### src/rtl/core/swrm_div.sv
// restoring divider, one quotient bit per cycle
module swrm_div #(
    parameter int NUM_BITS = 64
) (
    input  logic                i_clk,
    input  logic                i_rst_n,
    input  logic                i_start,
    input  logic [NUM_BITS-1:0] i_num,
    input  logic [NUM_BITS-1:0] i_den,
    output logic                o_done,
    output logic [NUM_BITS-1:0] o_quo
);

    localparam int CNT_BITS = $clog2(NUM_BITS + 1);

    logic [NUM_BITS-1:0] r_rem;
    logic [NUM_BITS-1:0] r_quo;
    logic [NUM_BITS-1:0] r_den;
    logic [CNT_BITS-1:0] r_cnt;
    logic                r_busy;
    logic                r_done;

    logic [NUM_BITS:0]   w_rem_sh;
    logic [NUM_BITS:0]   w_diff;

    assign w_rem_sh = {r_rem, r_quo[NUM_BITS-1]};
    assign w_diff   = w_rem_sh - {1'b0, r_den};

    always_ff @(posedge i_clk) begin
        if (!i_rst_n) begin
            r_busy <= 1'b0;
            r_done <= 1'b0;
            r_cnt  <= '0;
        end else begin
            r_done <= 1'b0;
            if (i_start) begin
                r_busy <= 1'b1;
                r_cnt  <= CNT_BITS'(NUM_BITS);
            end else if (r_busy) begin
                r_cnt <= r_cnt - 1'b1;
                if (r_cnt == CNT_BITS'(1)) begin
                    r_busy <= 1'b0;
                    r_done <= 1'b1;
                end
            end
        end
    end

    always_ff @(posedge i_clk) begin
        if (i_start) begin
            r_rem <= '0;
            r_quo <= i_num;
            r_den <= i_den;
        end else if (r_busy) begin
            // trial subtract, keep the shifted remainder on borrow
            if (!w_diff[NUM_BITS]) begin
                r_rem <= w_diff[NUM_BITS-1:0];
                r_quo <= {r_quo[NUM_BITS-2:0], 1'b1};
            end else begin
                r_rem <= w_rem_sh[NUM_BITS-1:0];
                r_quo <= {r_quo[NUM_BITS-2:0], 1'b0};
            end
        end
    end

    assign o_done = r_done;
    assign o_quo  = r_quo;

endmodule

### config.mk
export PLATFORM = sky130hd
export DESIGN_NAME = swrm_div
export DESIGN_NICKNAME = d
export VERILOG_FILES = /design/src/rtl/core/swrm_div.sv
export SDC_FILE = /design/constraint.sdc
export NUM_CORES = 1
export LEC_CHECK = 0
export BUFFER_PORTS_ARGS = -buffer_cell sky130_fd_sc_hd__buf_2
export CORE_MARGIN = 2
export CORE_UTILIZATION = 40
export DETAILED_ROUTE_END_ITERATION = 12
export REMOVE_ABC_BUFFERS = 1
export SLEW_MARGIN = 10
export SYNTH_ARGS = -nofsm -noshare
export SYNTH_HDL_FRONTEND = slang
export SYNTH_SLANG_ARGS = --single-unit
### constraint.sdc
create_clock -name i_clk -period 5.75 [get_ports i_clk]
set_input_delay 0.2875 -clock i_clk [delete_from_list [all_inputs] [get_ports i_clk]]
set_output_delay 0.2875 -clock i_clk [all_outputs]
set_load 0.02 [all_outputs]
After elaboration in Yosys (flattened, before gate mapping)
Index checks and enable logic that the tools add are counted.
W data, S select, Z words.
{"block": "word_totals", "out_inout_bits": 65, "register_bits": 201, "elab_cells": 25, "n_memories": 0, "latchBits": 0, "ramBits": 0, "input_bits": 131, "romBits": 0}
{"block": "classes", "bitwise_logic": 2, "mul": 0, "n_reduce_logical": 3, "muxes": 10, "addsub": 2, "eq_ne": 1, "div": 0, "n_shift": 0, "n_lt_le_gt_ge": 0}
{"op": "$mux W64", "n": 3}
{"op": "$sub A65 B64 Y65", "n": 1}
{"op": "$mux W7", "n": 2}
{"op": "$eq A7 B1 Y1 const B", "n": 1}
{"op": "$sub A7 B1 Y7 const B", "n": 1}
{"op": "$mux W1", "n": 5}
{"op": "$reduce_or A3 Y1", "n": 1}
{"op": "$not A1 Y1", "n": 2}
{"op": "$reduce_bool A2 Y1", "n": 1}
{"op": "$reduce_or A2 Y1", "n": 1}

Depth between registers and ports, before layout
Gate-level depths: netlist of run 1.
{"block": "depth", "word_depth": 4, "mapped_depth": 15, "ltp_nobuf": 13}

Least setup slack after synthesis of run 1
Ideal clock, no wire load.
{"block": "synth_timing", "kind": "reg2reg", "from": "register r_quo[63], in the netlist o_quo[63]", "to": "register r_rem[0]", "n_path_buf": 2, "stages_incl_launch_ff": 16, "path_slack_ps": 2586, "t_required_ps": 5557, "setup_time_ps": 193, "period_less_slack_ps": 3164, "arrival_ps": 2971, "cell_sequence": "edfxtp_1 > inv_1 > ha_1 > fa_1 > nand2b_1 > a21oi_1 > nor4_1 > o21ai_0 > a31oi_2 > a21oi_4 > xor2_2 > buf_6 > buf_6 > nand2_1 > o211ai_1 > o21ai_0"}
{"block": "synth_between", "elab_chain_len": 2}
{"item": "start: declaration", "line_no": "17", "text": "logic [NUM_BITS-1:0] r_quo;"}
{"item": "start signal: assignment", "line_no": "52", "text": "r_quo <= i_num;"}
{"item": "start signal: assignment", "line_no": "58", "text": "r_quo <= {r_quo[NUM_BITS-2:0], 1'b1};"}
{"item": "start signal: assignment", "line_no": "61", "text": "r_quo <= {r_quo[NUM_BITS-2:0], 1'b0};"}
{"item": "$sub A65 B64 Y65", "line_no": "27", "text": "assign w_diff = w_rem_sh - {1'b0, r_den};"}
{"item": "$mux W64 (*)", "line_no": "56", "text": "if (!w_diff[NUM_BITS]) begin"}
{"item": "end signal: assignment", "line_no": "57", "text": "r_rem <= w_diff[NUM_BITS-1:0];"}
{"item": "end signal: assignment", "line_no": "60", "text": "r_rem <= w_rem_sh[NUM_BITS-1:0];"}
{"item": "end: declaration", "line_no": "16", "text": "logic [NUM_BITS-1:0] r_rem;"}
Mark *: on every way between the ends. The rest lies on a longest branch, timed or not.
A chain may end at the register's enable or synchronous reset.

Worst setup path in the final report of run 1
{"block": "layout_timing", "from": "register r_quo[63], in the netlist o_quo[63]", "to": "register r_rem[59]"}
{"block": "layout_between", "elab_chain_len": 2}
{"item": "$sub A65 B64 Y65", "line_no": "27"}
{"item": "$mux W64", "line_no": "56"}
Every way passes these cells.

==> results of run 1 <==
-- area by class of cell --
type                       count  area (um^2)  area share [%]
clock buffer                  29          661            4.49
multi-input combinational    872         6010            40.8
clock inverter                17          243            1.65
sequential                   201         5310            36.1
tap                          390          488            3.32
timing repair buffer         268         1700            11.6
inverter                      81          304            2.07
-- routing by layer --
metal  wire, um  share of wire (%)  GRT usage, %
met1      14300                 45          25.9
met2      14500                 46          33.6
met3       2010                6.3          4.84
met4        905                2.9          5.89
met5         13              0.041             0
-- metrics by stage --
stage / worst slack (ns) / power (mW)
2_1_floorplan: 1.27 / 2.36
3_3_place_gp: 2.18 / 2.64
3_5_place_dp: 2.01 / 2.65
4_1_cts: 1.92 / 4.41
5_1_grt: 1.66 / 4.57
6_report: 1.97 / 4.37
-- cell families (layout without fill, tap and decap cells) --
logic type	count (synthesis)	in the layout	share of synthesized area, %
XOR/XNOR	64	64	4.78
multiplexers	77	77	7.16
AO/OA/AOI/OAI	337	337	19.2
adder cells (fa/ha/maj)	67	67	7.12
flip-flops	201	201	44.7
buffers and inverters	139	395	4.89
AND/OR/NAND/NOR	327	327	12.1
-- flip-flops by register name, summed over array words and instances, names as in the netlist --
name,flops
o_quo,64
r_den,64
r_rem,64
r_cnt,7
o_done,1
r_busy,1
-- Yosys cell counts, drive strengths merged, types with 4 or more instances --
cell     instances  area, um^2
a21oi          113         577
and3            10        62.6
o211ai           9        67.6
nand3           11        55.1
xnor2           41         359
mux2            63         709
a221oi           5        43.8
a21o            29         218
edfxtp         128        3840
inv             81         304
a21boi           5        37.5
ha              66         826
o31ai            6        45.0
mux2i           14         140
clkbuf          36         136
o21bai          12        90.1
a31oi            8        56.3
o21a            12        90.1
a211oi          28         270
and2             5        31.3
o2111ai          5        43.8
nor2b            7        43.8
dfxtp           73        1460
nand2b           5        31.3
nor4             7        43.8
nor3            17        85.1
nand4           18         119
a32oi            4        50.1
nor2            99         372
a311oi          21         184
xor2            23         209
nand2          137         517
o21ai           55         275
buf             22         140
-- critical path, stage by stage (launching register included) --
cell,delay (ns)
edfxtp_1,0.40
inv_1,0.08
ha_1,0.18
fa_1,0.21
nand2b_1,0.14
a21oi_1,0.13
nor4_1,0.45
o21ai_0,0.26
a31oi_2,0.26
a21oi_4,0.12
xnor2_2,0.71
buf_12,0.30
nand3_1,0.09
a21boi_0,0.17
o32ai_1,0.14
-- report_power, final --
part	switching (mW)	internal, mW	total, mW
registers	0.0699	1.67	1.74
clock network	0.656	1.06	1.71
logic	0.539	0.375	0.914
total	1.26	3.10	4.37
-- path summary, 6_finish.rpt --
| kind | slack (ns) | startpoint | to | cells past startpoint |
|---|---|---|---|---|
| min reg2reg | 0.48 | r_rem[61]$_SDFFE_PP0P_ | r_rem[61]$_SDFFE_PP0P_ | 2 |
| max | 1.97 | o_quo[63]$_DFFE_PP_ | r_rem[59]$_SDFFE_PP0P_ | 14 |
| min | 0.02 | i_den[11] | r_den[11]$_DFFE_PP_ | 1 |
| max reg2reg | 1.97 | o_quo[63]$_DFFE_PP_ | r_rem[59]$_SDFFE_PP0P_ | 14 |
-- repair_timing --
| item | in CTS | in global routing |
|---|---|---|
| endpoints found under the setup margin | 0 | 0 |
| endpoints found under the hold margin | 64 | 0 |
| hold buffers | 64 | 0 |
==> qor.yml, run 1 <==
sta:
  whs_ns: 0.0248
  rsz0062_at_grt: "false"
  fin_setup_tns_ns: 0
  drv_slew: 0
  slew_headroom_pct: 32.9
  period_minus_slack_ns: 3.78
  setup_violations: 0
  tightest_slew_ns: 1.00
  period_share_pct: 65.7
  max_freq_mhz: 265
  finalHoldViolCount: 0
  fin_skew_ns: 0.00996
floorplanning:
  num_io_pins: 196
  rows: 63
  fp.coreArea_um2: 29400
  fp.dieW_um: 176
  dieArea_um2: 31100
  start_util_pct: 40.4
  die_h_um: 176
clocking:
  postCtsResizedCells: 0
  cts-htree-levels: 1
  cts_root_buf: "clkbuf_16"
  clock_latency_ns: 0.53
  post_cts_buffers: 0
  cts_tree: "yes"
  clk_pin_slew_ns: 0.06
  cts_made_buffers: 25
  cts_buffer_depth: 3
  cts.sinks: 201
logic_synthesis:
  yosysUniqueCellTypes: 71
  ys_warn_count: 0
  synth_area_per_cell_um2: 9.80
  syn_area_um2: 11900
  seq_area_frac_synth_pct: 44.7
  synth_edf_count: 128
  ys.flop_type: "edfxtp_1"
  ys_ff_latch: 201
  async_flop_share_pct: 0
  syn_inst: 1212
layout:
  final_cell_mix: "buf_2 (194), nand2_1 (136), edfxtp_1 (128)"
  fin_util_pct: 50.0
  finalInstanceArea_um2: 14700
  n_antenna_cell: 0
  nNetsFinal: 1647
  fill_cells: 2814
  instances_no_fill: 1858
  drive_gt1_share_pct: 23.1
  area_growth_syn_to_layout_pct: 23.9
  layout.cells.most_common: "buf_2"
drt:
  drtIter0Drc: 644
  avgRoutedWirePerCell_um: 17.1
  post-route-drc-count: 0
  drtPass1Iterations: 5
  via_per_inst: 5.32
  wirelength_um: 31700
  vias: 9889
  ant_nets: 0
pwr:
  leakage_nw: 6.08
  ir_worst_vdd_v: 0.000249
  power_density_nw_per_um2: 297
grt:
  grt_pass1_vias: 9805
  grt_antenna_before_repair: 1
  grt_max_degree: 91
  grt_pass1_wl_um: 50500
  grtUsageTotal_pct: 20.1
  grt_overflow: 0
worst_setup_path:
  start_kind: "flip-flop"
  cp-end-kind: "flip-flop"
  worst-path-max-fanout: 32
  cp.arrival_ns: 4.21
  path_class: "flip-flop to flip-flop"
  cp_data_required_time_ns: 6.18
place:
  hpwlAfterDp_um: 22700
  dp_cells: 1748
  port_buffers: 195
  gp_congestion: 0.900
  place_area_um2: 13200
run:
  cap_violations: 0
min_path:
  min_path_type: "input pin to flip-flop"
outcome:
  outcome: "finished, final reports clean"
(Power assumes the default switching activity.)
==> inputs of run 2 (changes only) <==
--- a/config.mk
+++ b/config.mk
@@ -5,6 +5,7 @@
 export SDC_FILE = /design/constraint.sdc
 export NUM_CORES = 1
 export LEC_CHECK = 0
+export ABC_AREA = 1
 export BUFFER_PORTS_ARGS = -buffer_cell sky130_fd_sc_hd__buf_2
 export CORE_MARGIN = 2
 export CORE_UTILIZATION = 40
==> constraint.sdc (replaced) <==
create_clock -name i_clk -period 3.3 [get_ports i_clk]
set_input_delay 0.165 -clock i_clk [delete_from_list [all_inputs] [get_ports i_clk]]
set_output_delay 0.165 -clock i_clk [all_outputs]
set_load 0.02 [all_outputs]
==> run 2 against run 1 <==
Effect of this change:
- synthesized cell count rose by 89%
- non-clock buffer count is 65 higher
- critical path type unchanged
- core utilization increased by 0.66 points
- largest power group unchanged
- clock skew grew 0.0023 ns
==> qor.yml, run 2 <==
drt:
  via_per_inst: 4.65
  ant_nets: 0
  drtPass1Iterations: 8
  wirelength_um: 45500
  drtIter0Drc: 882
  avgRoutedWirePerCell_um: 14.7
  post-route-drc-count: 0
  vias: 14400
worst_setup_path:
  worst-path-max-fanout: 28
  path_cells: "inv_1 > ha_1 > fa_1 > inv_1 > nand2_1 > nand2_1 > nand3_1 > nand2_2 > nand2_1 > nand2_2 > nand2_1 > nand2_2 > nand2_2 > nand2_2 > nand2_2 > nand2_4 > buf_12 > nand2_1 > nand3_1 > nand2_1"
  cp_num_buf_inv: 3
  start_kind: "flip-flop"
  cp.arrival_ns: 3.38
  path_class: "flip-flop to flip-flop"
  cp_data_required_time_ns: 3.73
  critPathMaxStageDelay_ns: 0.41
  cp-end-kind: "flip-flop"
  crit_family: "simple AND/OR/NAND/NOR gates"
  crit_slowest_cell: "fa_1"
layout:
  finalInstanceArea_um2: 18100
  area_growth_syn_to_layout_pct: 24.2
  layout.cells.most_common: "nand2_1"
  multi_input_area_um2: 7120
  drive_gt1_share_pct: 11.7
  final_cell_mix: "nand2_1 (1044), inv_1 (491), buf_2 (194)"
  fill_cells: 3625
  instances_no_fill: 3092
  nNetsFinal: 2811
  seqCellArea_um2: 5310
  n_antenna_cell: 0
place:
  port_buffers: 195
  place_area_um2: 16000
  dp_cells: 2919
  hpwlAfterDp_um: 35500
  gp_congestion: 0.955
sta:
  drv_slew: 0
  tightest_slew_ns: 0.806
  whs_ns: 0.178
  finalHoldViolCount: 0
  setup_violations: 0
  slew_headroom_pct: 46.2
  max_freq_mhz: 339
  fin_skew_ns: 0.0123
  period_minus_slack_ns: 2.95
  period_share_pct: 89.3
  rsz0062_at_grt: "false"
logic_synthesis:
  yosys-top-cells-area: "nand2_1 (27%), edfxtp_1 (26%), inv_1 (13%)"
  ys_top_cells_by_count: "nand2_1 (1045), inv_1 (493), nand3_1 (133)"
  yosys.cell_count.top_type: "nand2_1"
  synth.largest_area_cell: "nand2_1"
  synthXorXnorAreaFrac_pct: 1.93
  async_flop_share_pct: 0
  synthSimpleGateAreaFrac_pct: 38.5
  synth_compound_area_share_pct: 2.60
  synth_top_family_by_area: "simple AND/OR/NAND/NOR gates"
  seq_area_frac_synth_pct: 36.5
  ys_ff_latch: 201
  syn_area_um2: 14500
  syn_inst: 2295
  ys_warn_count: 0
  synth_area_per_cell_um2: 6.34
  synth_edf_count: 128
  synth_adder_area_share_pct: 5.81
  synth_mux_area_share_pct: 0
  synth_top_area_share_pct: 27.0
  yosysUniqueCellTypes: 36
  ys.flop_type: "edfxtp_1"
floorplanning:
  fp.dieW_um: 195
  dieArea_um2: 37900
  fp.coreArea_um2: 35700
  start_util_pct: 40.8
  die_h_um: 195
  rows: 69
  num_io_pins: 196
run:
  cap_violations: 0
clocking:
  cts.sinks: 201
  clk_pin_slew_ns: 0.06
  postCtsResizedCells: 0
  cts_buffer_depth: 3
  cts_tree: "yes"
  cts-htree-levels: 1
  cts_made_buffers: 24
  clock_latency_ns: 0.55
  cts_root_buf: "clkbuf_16"
pwr:
  ir_worst_vdd_v: 0.000312
  fin_total_pwr_mw: 6.57
  power_density_nw_per_um2: 364
  leakage_nw: 10.2
grt:
  grt_pass1_vias: 14100
  grt_antenna_before_repair: 0
  grt_max_degree: 66
  grt_overflow: 0
  grtUsageTotal_pct: 24.2
  grt_pass1_wl_um: 73000
outcome:
  outcome: "finished, final reports clean"
min_path:
  min_path_type: "input pin to flip-flop"
run 2: cell types whose count changed in the layout (fill, tap and decap cells not counted), moves of 14 or more:
cell,before,now
xnor2_1,40,25
xor2_1,22,7
a311oi_1,21,0
nand3_1,11,133
mux2i_1,14,0
nand2_1,136,1044
a21o_1,29,0
a211oi_1,16,1
mux2_2,63,0
inv_1,80,491
o21ai_0,49,15
a21oi_1,112,51
nand2_2,1,45
dlygate4sd3_1,64,129
run 2: metrics by stage:
stage / util (%) / setup TNS [ns] / setup WS, ns
2_1_floorplan: - / -89.75 / -1.35
3_3_place_gp: 44.9 / 0 / 0.445
3_5_place_dp: 44.9 / 0 / 0.378
4_1_cts: 50.7 / 0 / 0.358
5_1_grt: 50.7 / 0 / 0.0835
6_report: 50.7 / 0 / 0.354
run 2: repair_timing:
action / 4_1_cts / 5_1_grt
hold buffers: 129 / 0
endpoints found under the hold margin: 130 / 0
setup buffers: 0 / 0
run 2: path summary, 6_finish.rpt:
check / from / end / slack, ns / cells after the start
min reg2reg: r_rem[11]$_SDFFE_PP0P_ / r_rem[11]$_SDFFE_PP0P_ / 0.47 / 2
max reg2reg: o_quo[63]$_DFFE_PP_ / r_rem[2]$_SDFFE_PP0P_ / 0.35 / 20
max: o_quo[63]$_DFFE_PP_ / r_rem[2]$_SDFFE_PP0P_ / 0.35 / 20
min: i_start / r_den[42]$_DFFE_PP_ / 0.18 / 1
run 2: report_power, final:
part           total (mW)  internal (mW)  switching [mW]
logic                1.03          0.390           0.635
clock network        2.61           1.53            1.08
registers            2.94           2.86          0.0796
total                6.57           4.78            1.80
run 2: area by class of cell:
class                      count  share of cell area (%)
clock buffer                  37                    3.81
sequential                   201                    29.4
inverter                     503                    10.4
multi-input combinational   1550                    39.4
timing repair buffer         333                    13.3
clock inverter                 7                   0.498
tap                          461                    3.19
run 2: layer usage:
layer	part of all wire, %	GRT usage (%)
met1	46	31.9
met2	45	40.1
met3	6.9	4.93
met4	2.7	6.67
met5	0	0
run 2: logic make-up (layout without fill, tap and decap cells):
kind of cell             Yosys count  count (layout)
buffers and inverters            544             880
AO/OA/AOI/OAI                     72              72
adder cells (fa/ha/maj)           67              67
AND/OR/NAND/NOR                 1379            1379
XOR/XNOR                          32              32
flip-flops                       201             201
